$ cat src/rtl/core/asipu_pkg.sv
`default_nettype none

package asipu_pkg;

   // Default widths of the timeline position, the rates and the sample count
   localparam int DEF_POS_WIDTH   = 48;
   localparam int DEF_RATE_WIDTH  = 20;
   localparam int DEF_COUNT_WIDTH = 32;

   // Both rates come out of reset at this value
   localparam int RATE_RESET = 48000;

   // Width of one multiplicand slice fed to the multiplier
   localparam int MUL_SLICE = 32;

   localparam int STATUS_WIDTH    = 3;
   localparam int CSR_INDEX_WIDTH = 2;

   // Register indexes
   localparam logic [CSR_INDEX_WIDTH-1:0] CSR_OUTPUT_START = 2'd0;
   localparam logic [CSR_INDEX_WIDTH-1:0] CSR_SOURCE_RATE  = 2'd1;
   localparam logic [CSR_INDEX_WIDTH-1:0] CSR_OUTPUT_RATE  = 2'd2;

   // Item mode carried in tuser
   localparam logic MODE_EXTEND = 1'b1;

   // Result status codes
   typedef enum logic [STATUS_WIDTH-1:0] {
      ST_OK          = 3'd0,
      ST_SRC_BAD     = 3'd1,
      ST_RESCALE_OVF = 3'd2,
      ST_BOUND_OVF   = 3'd3,
      ST_NO_ADVANCE  = 3'd4,
      ST_EXTEND_BAD  = 3'd5
   } status_type;

   // Controller to datapath commands, one per step of the sequence
   typedef struct packed {
      logic load;
      logic check;
      logic mul;
      logic acc;
      logic div_init;
      logic div_step;
      logic range_chk;
      logic compare;
      logic emit;
   } cmd_type;

   // Datapath to controller: the result is settled early
   typedef struct packed {
      logic check_done;
      logic range_done;
   } sts_type;

   // Round a bit count up to whole bytes
   function automatic int byte_round(input int bits);
      return ((bits + 7) >> 3) << 3;
   endfunction

endpackage

`default_nettype wire

$ cat src/rtl/core/audio_sample_interval_projector_unit.sv
// Append beat: the entry check, the slice-by-slice multiply, the divider with one
// quotient bit per cycle, the range check and the advance compare, then the result;
// a projection out of range skips the advance compare.
// Extend beats, rejected counts and a zero source rate: entry check, then the result.
// One beat at a time; the next beat is taken the cycle after the result is registered.
// Synchronous active-high reset: rates 48000, output start 0, timeline restarted.
`default_nettype none

module audio_sample_interval_projector_unit import asipu_pkg::*; #(
   parameter int POS_WIDTH   = DEF_POS_WIDTH,
   parameter int RATE_WIDTH  = DEF_RATE_WIDTH,
   parameter int COUNT_WIDTH = DEF_COUNT_WIDTH
) (
   input  wire logic                                  clock,
   input  wire logic                                  reset,
   input  wire logic                                  req_tvalid,
   output logic                                       req_tready,
   // sample_count
   input  wire logic [byte_round(COUNT_WIDTH)-1:0]    req_tdata,
   // mode
   input  wire logic                                  req_tuser,
   output logic                                       rsp_tvalid,
   input  wire logic                                  rsp_tready,
   // interval_start, interval_end, status, source_total_now
   output logic [byte_round(3*POS_WIDTH+STATUS_WIDTH)-1:0] rsp_tdata,
   input  wire logic                                  csr_we,
   input  wire logic [CSR_INDEX_WIDTH-1:0]            csr_index,
   input  wire logic [POS_WIDTH-1:0]                  csr_wdata
);

   localparam int OUT_WIDTH = byte_round(3*POS_WIDTH + STATUS_WIDTH);

   cmd_type                 cmd;
   sts_type                 sts;
   logic [POS_WIDTH-1:0]    rsp_start;
   logic [POS_WIDTH-1:0]    rsp_end;
   logic [STATUS_WIDTH-1:0] rsp_status;
   logic [POS_WIDTH-1:0]    rsp_total;

   asipu_ctrl #(
      .POS_WIDTH  (POS_WIDTH),
      .RATE_WIDTH (RATE_WIDTH)
   ) u_ctrl (
      .clock      (clock),
      .reset      (reset),
      .req_tvalid (req_tvalid),
      .req_tready (req_tready),
      .rsp_tvalid (rsp_tvalid),
      .rsp_tready (rsp_tready),
      .sts        (sts),
      .cmd        (cmd)
   );

   asipu_dp #(
      .POS_WIDTH   (POS_WIDTH),
      .RATE_WIDTH  (RATE_WIDTH),
      .COUNT_WIDTH (COUNT_WIDTH)
   ) u_dp (
      .clock      (clock),
      .reset      (reset),
      .cmd        (cmd),
      .sts        (sts),
      .req_mode   (req_tuser),
      .req_count  (req_tdata[COUNT_WIDTH-1:0]),
      .csr_we     (csr_we),
      .csr_index  (csr_index),
      .csr_wdata  (csr_wdata),
      .rsp_start  (rsp_start),
      .rsp_end    (rsp_end),
      .rsp_status (rsp_status),
      .rsp_total  (rsp_total)
   );

   // Pack the result beat, first field lowest
   assign rsp_tdata = OUT_WIDTH'({rsp_total, rsp_status, rsp_end, rsp_start});

endmodule

`default_nettype wire

$ cat src/rtl/core/asipu_dp.sv
`default_nettype none

module asipu_dp import asipu_pkg::*; #(
   parameter int POS_WIDTH   = DEF_POS_WIDTH,
   parameter int RATE_WIDTH  = DEF_RATE_WIDTH,
   parameter int COUNT_WIDTH = DEF_COUNT_WIDTH
) (
   input  wire logic                       clock,
   input  wire logic                       reset,
   input  wire cmd_type                    cmd,
   output sts_type                         sts,
   input  wire logic                       req_mode,
   input  wire logic [COUNT_WIDTH-1:0]     req_count,
   input  wire logic                       csr_we,
   input  wire logic [CSR_INDEX_WIDTH-1:0] csr_index,
   input  wire logic [POS_WIDTH-1:0]       csr_wdata,
   output logic [POS_WIDTH-1:0]            rsp_start,
   output logic [POS_WIDTH-1:0]            rsp_end,
   output logic [STATUS_WIDTH-1:0]         rsp_status,
   output logic [POS_WIDTH-1:0]            rsp_total
);

   localparam int WIDE        = ((POS_WIDTH > COUNT_WIDTH) ? POS_WIDTH : COUNT_WIDTH) + 2;
   localparam int PROD_WIDTH  = POS_WIDTH + RATE_WIDTH;
   localparam int MUL_CHUNKS  = (POS_WIDTH + MUL_SLICE - 1) / MUL_SLICE;
   localparam int MCAND_WIDTH = MUL_CHUNKS * MUL_SLICE;
   localparam int PART_WIDTH  = MUL_SLICE + RATE_WIDTH;

   localparam logic [POS_WIDTH-1:0] SIGN_BIT  = {1'b1, {(POS_WIDTH-1){1'b0}}};
   localparam logic [WIDE-1:0]      SMAX_WIDE = {{(WIDE-POS_WIDTH+1){1'b0}},
                                                 {(POS_WIDTH-1){1'b1}}};
   localparam logic [WIDE-1:0]      PMAX_WIDE = {{(WIDE-POS_WIDTH){1'b0}}, {POS_WIDTH{1'b1}}};

   // Configuration and running state
   logic [POS_WIDTH-1:0]   out_start_ff;
   logic [RATE_WIDTH-1:0]  rate_src_ff;
   logic [RATE_WIDTH-1:0]  rate_out_ff;
   logic [POS_WIDTH-1:0]   src_total_ff;
   logic [POS_WIDTH-1:0]   out_end_ff;

   // Working registers of one item
   logic                   mode_ff;
   logic [COUNT_WIDTH-1:0] count_ff;
   logic [POS_WIDTH-1:0]   total_new_ff;
   logic [MCAND_WIDTH-1:0] mcand_ff;
   logic [PART_WIDTH-1:0]  part_ff;
   logic [PROD_WIDTH-1:0]  acc_ff;
   logic [PROD_WIDTH-1:0]  quot_ff;
   logic [RATE_WIDTH-1:0]  rem_ff;
   logic [POS_WIDTH-1:0]   new_end_ff;
   status_type             status_ff;

   // Output register
   logic [POS_WIDTH-1:0]   rsp_start_ff;
   logic [POS_WIDTH-1:0]   rsp_end_ff;
   status_type             rsp_status_ff;
   logic [POS_WIDTH-1:0]   rsp_total_ff;

   logic [WIDE-1:0]        count_wide;
   logic [WIDE-1:0]        sum_wide;
   logic [WIDE-1:0]        ext_sum;
   logic                   count_bad;
   logic                   src_bad;
   logic                   ext_bad;
   logic                   extend_mode;
   logic                   rate_zero;
   status_type             check_status;
   logic [RATE_WIDTH:0]    trial;
   logic [RATE_WIDTH:0]    trial_diff;
   logic                   div_ge;
   logic [RATE_WIDTH-1:0]  rem_in;
   logic                   quot_ovf;
   logic [POS_WIDTH-1:0]   proj;
   logic [POS_WIDTH:0]     start_sum;
   logic                   bound_bad;
   status_type             range_status;
   logic                   no_advance;
   logic                   item_ok;

   // Entry checks: source count and total range, zero source rate, extend range
   always_comb begin
      extend_mode = (mode_ff == MODE_EXTEND);
      count_wide  = WIDE'(count_ff);
      sum_wide    = WIDE'(src_total_ff) + count_wide;
      ext_sum     = WIDE'(out_end_ff ^ SIGN_BIT) + count_wide;
      count_bad   = (count_ff == '0) || (count_wide > SMAX_WIDE);
      src_bad     = count_bad || (sum_wide > SMAX_WIDE);
      ext_bad     = count_bad || (ext_sum > PMAX_WIDE);
      rate_zero   = (rate_src_ff == '0);
      if (extend_mode) begin
         check_status = ext_bad ? ST_EXTEND_BAD : ST_OK;
      end else if (src_bad) begin
         check_status = ST_SRC_BAD;
      end else if (rate_zero) begin
         check_status = ST_RESCALE_OVF;
      end else begin
         check_status = ST_OK;
      end
   end

   // Restoring divider step, one quotient bit a cycle
   always_comb begin
      trial      = {rem_ff, quot_ff[PROD_WIDTH-1]};
      trial_diff = trial - {1'b0, rate_src_ff};
      div_ge     = (trial >= {1'b0, rate_src_ff});
      rem_in     = div_ge ? trial_diff[RATE_WIDTH-1:0] : trial[RATE_WIDTH-1:0];
   end

   // Projection range and new boundary
   always_comb begin
      quot_ovf  = |quot_ff[PROD_WIDTH-1:POS_WIDTH-1];
      proj      = quot_ff[POS_WIDTH-1:0];
      start_sum = {1'b0, out_start_ff ^ SIGN_BIT} + {1'b0, proj};
      bound_bad = (proj == '0) || start_sum[POS_WIDTH];
      if (quot_ovf) begin
         range_status = ST_RESCALE_OVF;
      end else if (bound_bad) begin
         range_status = ST_BOUND_OVF;
      end else begin
         range_status = ST_OK;
      end
   end

   assign no_advance = ($signed(new_end_ff) <= $signed(out_end_ff));
   assign item_ok    = (status_ff == ST_OK);

   assign sts.check_done = extend_mode || src_bad || rate_zero;
   assign sts.range_done = quot_ovf || bound_bad;

   // Configuration and timeline state
   always_ff @(posedge clock) begin
      if (reset) begin
         out_start_ff <= '0;
         rate_src_ff  <= RATE_WIDTH'(RATE_RESET);
         rate_out_ff  <= RATE_WIDTH'(RATE_RESET);
         src_total_ff <= '0;
         out_end_ff   <= '0;
      end else if (csr_we && (csr_index == CSR_OUTPUT_START)) begin
         out_start_ff <= csr_wdata;
         src_total_ff <= '0;
         out_end_ff   <= csr_wdata;
      end else if (csr_we && (csr_index == CSR_SOURCE_RATE)) begin
         rate_src_ff  <= csr_wdata[RATE_WIDTH-1:0];
         src_total_ff <= '0;
         out_end_ff   <= out_start_ff;
      end else if (csr_we && (csr_index == CSR_OUTPUT_RATE)) begin
         rate_out_ff  <= csr_wdata[RATE_WIDTH-1:0];
         src_total_ff <= '0;
         out_end_ff   <= out_start_ff;
      end else if (cmd.emit && item_ok) begin
         out_end_ff <= new_end_ff;
         if (!extend_mode) begin
            src_total_ff <= total_new_ff;
         end
      end
   end

   // Item working registers
   always_ff @(posedge clock) begin
      if (cmd.load) begin
         mode_ff  <= req_mode;
         count_ff <= req_count;
      end
      if (cmd.check) begin
         status_ff    <= check_status;
         new_end_ff   <= ext_sum[POS_WIDTH-1:0] ^ SIGN_BIT;
         total_new_ff <= sum_wide[POS_WIDTH-1:0];
         mcand_ff     <= MCAND_WIDTH'(sum_wide[POS_WIDTH-1:0]);
         acc_ff       <= '0;
      end
      // multiply one slice, most significant first
      if (cmd.mul) begin
         part_ff  <= mcand_ff[MCAND_WIDTH-1 -: MUL_SLICE] * rate_out_ff;
         mcand_ff <= mcand_ff << MUL_SLICE;
      end
      if (cmd.acc) begin
         acc_ff <= (acc_ff << MUL_SLICE) + PROD_WIDTH'(part_ff);
      end
      // add half the divisor for rounding, then divide
      if (cmd.div_init) begin
         quot_ff <= acc_ff + PROD_WIDTH'(rate_src_ff >> 1);
         rem_ff  <= '0;
      end
      if (cmd.div_step) begin
         quot_ff <= {quot_ff[PROD_WIDTH-2:0], div_ge};
         rem_ff  <= rem_in;
      end
      if (cmd.range_chk) begin
         status_ff  <= range_status;
         new_end_ff <= start_sum[POS_WIDTH-1:0] ^ SIGN_BIT;
      end
      if (cmd.compare) begin
         status_ff <= no_advance ? ST_NO_ADVANCE : ST_OK;
      end
   end

   // Result beat
   always_ff @(posedge clock) begin
      if (cmd.emit) begin
         rsp_start_ff  <= out_end_ff;
         rsp_end_ff    <= item_ok ? new_end_ff : out_end_ff;
         rsp_status_ff <= status_ff;
         rsp_total_ff  <= (item_ok && !extend_mode) ? total_new_ff : src_total_ff;
      end
   end

   assign rsp_start  = rsp_start_ff;
   assign rsp_end    = rsp_end_ff;
   assign rsp_status = rsp_status_ff;
   assign rsp_total  = rsp_total_ff;

endmodule

`default_nettype wire

$ cat src/rtl/core/asipu_ctrl.sv
`default_nettype none

module asipu_ctrl import asipu_pkg::*; #(
   parameter int POS_WIDTH  = DEF_POS_WIDTH,
   parameter int RATE_WIDTH = DEF_RATE_WIDTH
) (
   input  wire logic    clock,
   input  wire logic    reset,
   input  wire logic    req_tvalid,
   output logic         req_tready,
   output logic         rsp_tvalid,
   input  wire logic    rsp_tready,
   input  wire sts_type sts,
   output cmd_type      cmd
);

   localparam int MUL_CHUNKS = (POS_WIDTH + MUL_SLICE - 1) / MUL_SLICE;
   localparam int DIV_STEPS  = POS_WIDTH + RATE_WIDTH;
   localparam int CHUNK_CW   = $clog2(MUL_CHUNKS + 1);
   localparam int STEP_CW    = $clog2(DIV_STEPS);

   localparam logic [CHUNK_CW-1:0] LAST_CHUNK = CHUNK_CW'(MUL_CHUNKS - 1);
   localparam logic [STEP_CW-1:0]  LAST_STEP  = STEP_CW'(DIV_STEPS - 1);

   typedef enum logic [3:0] {
      S_IDLE,
      S_CHECK,
      S_MUL,
      S_ACC,
      S_DIV_INIT,
      S_DIV,
      S_RANGE,
      S_COMPARE,
      S_OUT
   } state_type;

   state_type             state_ff;
   logic                  req_tready_ff;
   logic                  rsp_tvalid_ff;
   logic [CHUNK_CW-1:0]   chunk_ff;
   logic [STEP_CW-1:0]    step_ff;
   logic                  accept;
   logic                  out_free;

   assign accept   = req_tvalid && req_tready_ff;
   assign out_free = !rsp_tvalid_ff || rsp_tready;

   // Command decode
   always_comb begin
      cmd           = '0;
      cmd.load      = accept;
      cmd.check     = (state_ff == S_CHECK);
      cmd.mul       = (state_ff == S_MUL);
      cmd.acc       = (state_ff == S_ACC);
      cmd.div_init  = (state_ff == S_DIV_INIT);
      cmd.div_step  = (state_ff == S_DIV);
      cmd.range_chk = (state_ff == S_RANGE);
      cmd.compare   = (state_ff == S_COMPARE);
      cmd.emit      = (state_ff == S_OUT) && out_free;
   end

   // Sequencer, handshake flags and step counters
   always_ff @(posedge clock) begin
      if (reset) begin
         state_ff      <= S_IDLE;
         req_tready_ff <= 1'b1;
         rsp_tvalid_ff <= 1'b0;
         chunk_ff      <= '0;
         step_ff       <= '0;
      end else begin
         if (cmd.emit) begin
            rsp_tvalid_ff <= 1'b1;
         end else if (rsp_tready) begin
            rsp_tvalid_ff <= 1'b0;
         end
         case (state_ff)
            S_IDLE: begin
               if (accept) begin
                  state_ff      <= S_CHECK;
                  req_tready_ff <= 1'b0;
               end
            end
            S_CHECK: begin
               chunk_ff <= '0;
               state_ff <= sts.check_done ? S_OUT : S_MUL;
            end
            S_MUL: begin
               state_ff <= S_ACC;
            end
            S_ACC: begin
               if (chunk_ff == LAST_CHUNK) begin
                  state_ff <= S_DIV_INIT;
               end else begin
                  chunk_ff <= chunk_ff + 1'b1;
                  state_ff <= S_MUL;
               end
            end
            S_DIV_INIT: begin
               step_ff  <= '0;
               state_ff <= S_DIV;
            end
            S_DIV: begin
               if (step_ff == LAST_STEP) begin
                  state_ff <= S_RANGE;
               end else begin
                  step_ff <= step_ff + 1'b1;
               end
            end
            S_RANGE: begin
               state_ff <= sts.range_done ? S_OUT : S_COMPARE;
            end
            S_COMPARE: begin
               state_ff <= S_OUT;
            end
            S_OUT: begin
               if (out_free) begin
                  state_ff      <= S_IDLE;
                  req_tready_ff <= 1'b1;
               end
            end
            default: begin
               state_ff      <= S_IDLE;
               req_tready_ff <= 1'b1;
            end
         endcase
      end
   end

   assign req_tready = req_tready_ff;
   assign rsp_tvalid = rsp_tvalid_ff;

endmodule

`default_nettype wire

$ cat config.mk
export PLATFORM = sky130hd
export DESIGN_NAME = audio_sample_interval_projector_unit
export DESIGN_NICKNAME = d
export VERILOG_FILES = /design/src/rtl/core/asipu_pkg.sv /design/src/rtl/core/audio_sample_interval_projector_unit.sv /design/src/rtl/core/asipu_dp.sv /design/src/rtl/core/asipu_ctrl.sv
export SDC_FILE = /design/constraint.sdc
export NUM_CORES = 2
export LEC_CHECK = 0
export BUFFER_PORTS_ARGS = -buffer_cell sky130_fd_sc_hd__buf_2
export CAP_MARGIN = 20
export CORE_ASPECT_RATIO = 0.75
export CORE_MARGIN = 2
export CORE_UTILIZATION = 45
export DETAILED_ROUTE_END_ITERATION = 10
export PLACE_DENSITY = 0.67
export SYNTH_ARGS = -nofsm -noshare
export SYNTH_HDL_FRONTEND = slang
export SYNTH_SLANG_ARGS = --single-unit
$ cat constraint.sdc
create_clock -name clock -period 8.2 [get_ports clock]
set_clock_uncertainty 0.2 [all_clocks]
set_input_delay 0.82 -clock clock [delete_from_list [all_inputs] [get_ports clock]]
set_output_delay 0.82 -clock clock [all_outputs]
set_load 0.005 [all_outputs]
[After elaboration in Yosys (flattened, before gate mapping)]
Cells that the tools add are included.
W data, S select, Z words.
Storage, ports and cells
  bits in registers: 750
  bits of input ports: 88
  output and inout bits: 154
  logic and storage cells: 145
Cells by class
  bitwise logic cells: 8
  reduce and logical (&&, ||, !) cells: 39
  equal/unequal tests: 17
  add/sub/neg operators: 8
  multipliers: 1
  order comparisons: 4
  muxes and demuxes: 43
Operators by type and width (count)
  $mux W48: 8
  $mux W68: 4
  $mux W64: 2
  $add A48 B32 Y49: 2
  $add A68 B19 Y68: 1
  $add A68 B52 Y68: 1
  $mux W20: 3
  $mul A32 B20 Y52: 1
  $gt A50 B47 Y1 const B: 1
  $gt A50 B48 Y1 const B: 1
  $add A48 B48 Y49: 1
  $le A48 B48 Y1: 1
  $logic_not A48 Y1: 1
  $pmux W4 S9: 1
  $logic_not A32 Y1: 1
  $mux W3: 8
  $ge A21 B20 Y1: 1
  $reduce_or A21 Y1: 1
  $logic_not A20 Y1: 1
  $mux W4: 5
  $sub A20 B20 Y20: 1
  $eq A4 B3 Y1 const B: 4
  $pmux W7 S2: 1
  $reduce_bool A2 Y1: 5
  28 further kinds: 64

[Depth between registers and ports, before layout]
  depth in word-level cells: 9
  mapped depth: 27
  gate-level depth less buffers: 26

[By module]
Synthesis repeated with hierarchy kept, for this count alone.
Second synthesis, totals
  cell total of the unflattened synthesis: 6349
  area, all modules: 60659.4 µm²
Modules (own cells, without submodules)
  asipu_dp: seq. area each 19909.1 µm², area an instance 59768.6 µm², cells an instance 6234, instances 1
  asipu_ctrl: seq. area each 300.3 µm², area an instance 849.6 µm², cells an instance 109, instances 1
  audio_sample_interval_projector_unit: seq. area each 0.0 µm², area an instance 41.3 µm², cells an instance 6, instances 1

[Worst setup path before layout]
OpenSTA, ideal clock, no wires.
  path kind: flip-flop to flip-flop
  from: register u_dp.rate_out_ff[4]
  to: register u_dp.part_ff[42] (data pin)
  arrival: 6783 ps
  required time: 7720 ps
  path buffers: 1
  slack: 937 ps
  cell stages (with the launch flop): 26
  clock period less this slack: 7263 ps
  path through: dfxtp_1 clkbuf_1 nand2_1 fa_1 inv_1 fa_1 inv_1 fa_1 inv_1 fa_1 fa_1 fa_1 inv_1 fa_1 inv_1 ha_1 a211oi_1 nand2_1 or2_2 o31a_1 o311a_1 o21ai_1 o21a_1 o21ai_0 nor3b_1 a2111oi_0
On the way
  longest elaborated chain between the ends: 1
RTL lines
  from (decl): line asipu_dp.sv:37  | logic [RATE_WIDTH-1:0] rate_out_ff;
  from (signal assigned): line asipu_dp.sv:135  | rate_out_ff <= RATE_WIDTH'(RATE_RESET);
  from (signal assigned): line asipu_dp.sv:147  | rate_out_ff <= csr_wdata[RATE_WIDTH-1:0];
  $mul A32 B20 Y52: line asipu_dp.sv:173  | part_ff <= mcand_ff[MCAND_WIDTH-1 -: MUL_SLICE] * rate_out_ff;
  to (signal assigned): line asipu_dp.sv:173
  to (decl): line asipu_dp.sv:46  | logic [PART_WIDTH-1:0] part_ff;
No other way between the ends.
A chain may end at the register's enable or synchronous reset.

[Worst setup path after layout]
  from: register u_dp.mcand_ff[37]
  to: register u_dp.part_ff[42] (data pin)
On the way
  longest elaborated chain between the ends: 1
RTL lines
  from (decl): line asipu_dp.sv:45  | logic [MCAND_WIDTH-1:0] mcand_ff;
  from (signal assigned): line asipu_dp.sv:168  | mcand_ff <= MCAND_WIDTH'(sum_wide[POS_WIDTH-1:0]);
  from (signal assigned): line asipu_dp.sv:174  | mcand_ff <= mcand_ff << MUL_SLICE;
  $mul A32 B20 Y52: line asipu_dp.sv:173
No other way between the ends.

==> flow_metrics.tcl <==
set metrics [dict create \
    run_status "finished, final reports clean" \
    seqCellArea_um2 20200 \
    number_of_antenna_violations_at_the_first_check_in_global_routing 18 \
    dr.pass1.iters 6 \
    p_per_area_nw_per_um2 460 \
    final_nets 7466 \
    cp_data_arrival_time_ns 8.16 \
    global_route.overflow_total 0 \
    routabilityCongestion 0.953 \
    rsz0062_at_grt "no" \
    multiInputGateArea_um2 36100 \
    fmax_ghz 0.125 \
    cts.reportedPaths.clkPinSlew_ns 0.06 \
    timing.final.crit_period_ns 7.98 \
    die_area_um2 137000 \
    synthToLayoutAreaGrowth_pct 9.41 \
    hold_violations 0 \
    grt_first_pass_wirelength_um 273000 \
    dpl_worst_slack_ns 0.253 \
    synth_enable_flop_cells 519 \
    synth_top_cell_by_area "sky130_fd_sc_hd__edfxtp_1" \
    avgRoutedWirePerCell_um 21.6 \
    post_synth_main_area_contributors "sky130_fd_sc_hd__edfxtp_1 (26%), sky130_fd_sc_hd__fa_1 (18%), sky130_fd_sc_hd__ha_1 (8.0%)" \
    synth.top_cell.area_share_pct 25.9 \
    syn-cell-area_um2 60100 \
    die_y_extent_um 321 \
    min-delay-path-class "input port to register" \
    crit_type "register to register" \
    post_synth.cell_area_avg_um2 9.50 \
    max-clock-path-buffers 3 \
    cts_tree "done" \
    max_slew_margin_pct 26.8 \
    final_number_of_max_transition_violations 0 \
    cap_violations 0 \
    synthCells 6328 \
    placementRows 116 \
    setup_viol 0 \
    synth_cell_types 91 \
    grt_util_all_layers_pct 26.0 \
    vias_per_cell 5.59 \
    tritoncts_num_sinks 750 \
    grt_pass1_vias 45000 \
    critical_path.max_fanout 8 \
    die_width_um 426 \
    initial_core_util_pct 45.2 \
    grt_start_max_net_pins 106 \
    critical_path_endpoint_category "register" \
    layout.filler_cells 12300 \
    drcViolationCount 0 \
    final_min_period_over_clock_period_pct 97.3 \
    power.static_leakage_nw 28.6 \
    ir_drop_mv 0.966 \
    worstMarginPinSlew_ns 1.10 \
    ys_dominant_reg_cell "sky130_fd_sc_hd__edfxtp_1" \
    core_um2 133000 \
    drtAntennaViolNets 0 \
    worstSkewPairLatency_ns 0.69 \
    crit_required_ns 8.38 \
    drive_gt1_share_pct 9.68 \
    io_buffers 236 \
    setup_tns_ns 0 \
    synth-seq-cells 750 \
    hpwl_um 140000 \
    cts-htree-levels 3 \
    async_set_or_reset_register_ratio_after_synthesis_pct 0 \
    ys.warnings.count 0 \
    numCtsBuffers 76 \
    io_pins 242 \
    cp-start-kind "register" \
    detailedRoute.firstIterationViolations 4543 \
    totalWireLength_um 179000 \
    post-route-worst-setup-slack_ns 0.221 \
    ys_seq_area_share_pct 33.6 \
    detailroute.via_count 46400 \
    cts.root.buffer_cell "sky130_fd_sc_hd__clkbuf_16" \
    design_power_total_mw 30.3 \
]
-- through the flow --
step,instances,area (µm²),utilization [%],hold slack (ns)
after floorplan,6332,60100,-,0.230
after global placement,8133,63200,47.6,0.241
after detailed placement,8134,63200,47.6,0.244
after CTS,8275,65700,49.4,0.0721
after global routing,8289,65800,49.5,0.0835
final,8293,65800,49.5,0.115
-- registers in the layout, summed over array words and instances (netlist names), 2 cells and up --
name	cells
u_dp.rsp_status	3
u_dp.rsp_total	48
u_ctrl.state_ff	4
u_ctrl.step_ff	7
u_dp.out_end_ff	48
u_dp.status_ff	3
u_dp.total_new_ff	48
u_dp.acc_ff	68
u_dp.rate_out_ff	20
u_dp.src_total_ff	48
u_dp.rem_ff	20
u_dp.mcand_ff	64
u_ctrl.chunk_ff	2
u_dp.count_ff	32
u_dp.rsp_start	48
u_dp.out_start_ff	48
u_dp.rate_src_ff	20
u_dp.new_end_ff	48
u_dp.quot_ff	68
u_dp.part_ff	52
u_dp.rsp_end	48
-- layer usage --
layer	track usage [%]	wire, µm
met2	38.3	76300
met3	6.62	18500
met5	0.922	189
met4	7.30	4990
met1	37.7	79300
-- layout by cell type (no fill, tap or decap), types with 32 or more instances in the layout --
cell type | Yosys | routed
sky130_fd_sc_hd__nand2_1 | 1007 | 1004
sky130_fd_sc_hd__edfxtp_1 | 519 | 519
sky130_fd_sc_hd__a21oi_1 | 507 | 506
sky130_fd_sc_hd__nor4_1 | 54 | 51
sky130_fd_sc_hd__buf_2 | 5 | 235
sky130_fd_sc_hd__o21bai_1 | 32 | 32
sky130_fd_sc_hd__a21o_1 | 136 | 136
sky130_fd_sc_hd__nor2_1 | 274 | 273
sky130_fd_sc_hd__nor3_1 | 64 | 62
sky130_fd_sc_hd__nand4_1 | 46 | 46
sky130_fd_sc_hd__dfxtp_1 | 231 | 230
sky130_fd_sc_hd__mux2_2 | 95 | 95
sky130_fd_sc_hd__nand2b_1 | 33 | 33
sky130_fd_sc_hd__clkbuf_16 | 0 | 79
sky130_fd_sc_hd__fa_1 | 542 | 542
sky130_fd_sc_hd__o21ai_0 | 247 | 246
sky130_fd_sc_hd__xnor2_1 | 181 | 181
sky130_fd_sc_hd__ha_1 | 383 | 383
sky130_fd_sc_hd__xor2_1 | 80 | 80
sky130_fd_sc_hd__buf_4 | 5 | 114
sky130_fd_sc_hd__inv_1 | 720 | 719
sky130_fd_sc_hd__and2_1 | 355 | 354
sky130_fd_sc_hd__nand3_1 | 75 | 75
-- power by group --
| group | internal [mW] | switching (mW) | leakage [nW] |
|---|---|---|---|
| logic | 8.54 | 12.5 | 20.7 |
| clock network | 1.93 | 1.60 | 1.20 |
| registers | 5.34 | 0.403 | 6.70 |
-- kinds of logic after synthesis --
| logic type | share of synthesized area (%) |
|---|---|
| buf+inv | 6.47 |
| other cells | 0.00624 |
| compound gates | 11.9 |
| mux | 2.16 |
| xor+xnor | 3.83 |
| fa+ha+maj | 26.0 |
| simple gates | 16.0 |
| flops | 33.6 |
-- path summary, 6_finish.rpt --
check,startpoint,endpoint,slack [ns],cells past startpoint
max,u_dp.mcand_ff[37],u_dp.part_ff[42],0.22,23
min,req_tdata[22],u_dp.count_ff[22],0.11,1
min reg2reg,u_dp.mcand_ff[19],u_dp.mcand_ff[19],0.25,2
max reg2reg,u_dp.mcand_ff[37],u_dp.part_ff[42],0.22,23
-- synthesized netlist by cell type (23+ instances only) --
master                     count
sky130_fd_sc_hd__nor4_1       54
sky130_fd_sc_hd__xnor2_1     181
sky130_fd_sc_hd__o21ai_0     247
sky130_fd_sc_hd__nand4_1      46
sky130_fd_sc_hd__a21o_1      136
sky130_fd_sc_hd__and2_1      355
sky130_fd_sc_hd__or3_1        29
sky130_fd_sc_hd__xor2_1       80
sky130_fd_sc_hd__nand2b_1     33
sky130_fd_sc_hd__mux2i_1      23
sky130_fd_sc_hd__nand2_1    1007
sky130_fd_sc_hd__fa_1        542
sky130_fd_sc_hd__nor2b_1      26
sky130_fd_sc_hd__a211oi_1     31
sky130_fd_sc_hd__nand3_1      75
sky130_fd_sc_hd__nor3_1       64
sky130_fd_sc_hd__ha_1        383
sky130_fd_sc_hd__a31oi_1      24
sky130_fd_sc_hd__o21a_1       29
sky130_fd_sc_hd__clkbuf_1    287
sky130_fd_sc_hd__mux2_2       95
sky130_fd_sc_hd__dfxtp_1     231
sky130_fd_sc_hd__edfxtp_1    519
sky130_fd_sc_hd__o21bai_1     32
sky130_fd_sc_hd__a21oi_1     507
sky130_fd_sc_hd__and3_1       33
sky130_fd_sc_hd__inv_1       720
sky130_fd_sc_hd__nor2_1      274
-- final cells by class --
class	instances	area share (%)
Clock buffer	96	3.13
Inverter	722	4.12
Multi-Input combinational cell	4553	54.9
Clock inverter	45	0.597
Antenna cell	7	0.0266
Tap cell	1770	3.37
Sequential cell	750	30.7
Timing Repair Buffer	350	3.10
-- worst max-delay path, cell delays in order (launching register included) --
cell                        delay [ns]
sky130_fd_sc_hd__edfxtp_1         0.56
sky130_fd_sc_hd__and2_1           0.25
sky130_fd_sc_hd__fa_1             0.48
sky130_fd_sc_hd__inv_1            0.05
sky130_fd_sc_hd__fa_1             0.48
sky130_fd_sc_hd__inv_1            0.08
sky130_fd_sc_hd__fa_1             0.51
sky130_fd_sc_hd__fa_1             0.54
sky130_fd_sc_hd__fa_1             0.54
sky130_fd_sc_hd__fa_1             0.58
sky130_fd_sc_hd__inv_1            0.07
sky130_fd_sc_hd__fa_1             0.57
sky130_fd_sc_hd__inv_1            0.06
sky130_fd_sc_hd__ha_1             0.37
sky130_fd_sc_hd__a211oi_1         0.33
sky130_fd_sc_hd__nand2_1          0.13
sky130_fd_sc_hd__or2_2            0.28
sky130_fd_sc_hd__o31a_1           0.30
sky130_fd_sc_hd__o311a_1          0.34
sky130_fd_sc_hd__o21ai_1          0.32
sky130_fd_sc_hd__o21a_1           0.22
sky130_fd_sc_hd__o21ai_0          0.14
sky130_fd_sc_hd__nor3b_1          0.20
sky130_fd_sc_hd__a2111oi_0        0.08
-- what timing repair did --
item,4_1_cts,5_1_grt
gates resized for setup,0,2
hold buffers,0,0
buffers inserted,0,9
hold endpoints to repair,0,0
setup endpoints to repair,0,4
No activity file was read; power rests on OpenSTA's default activity.
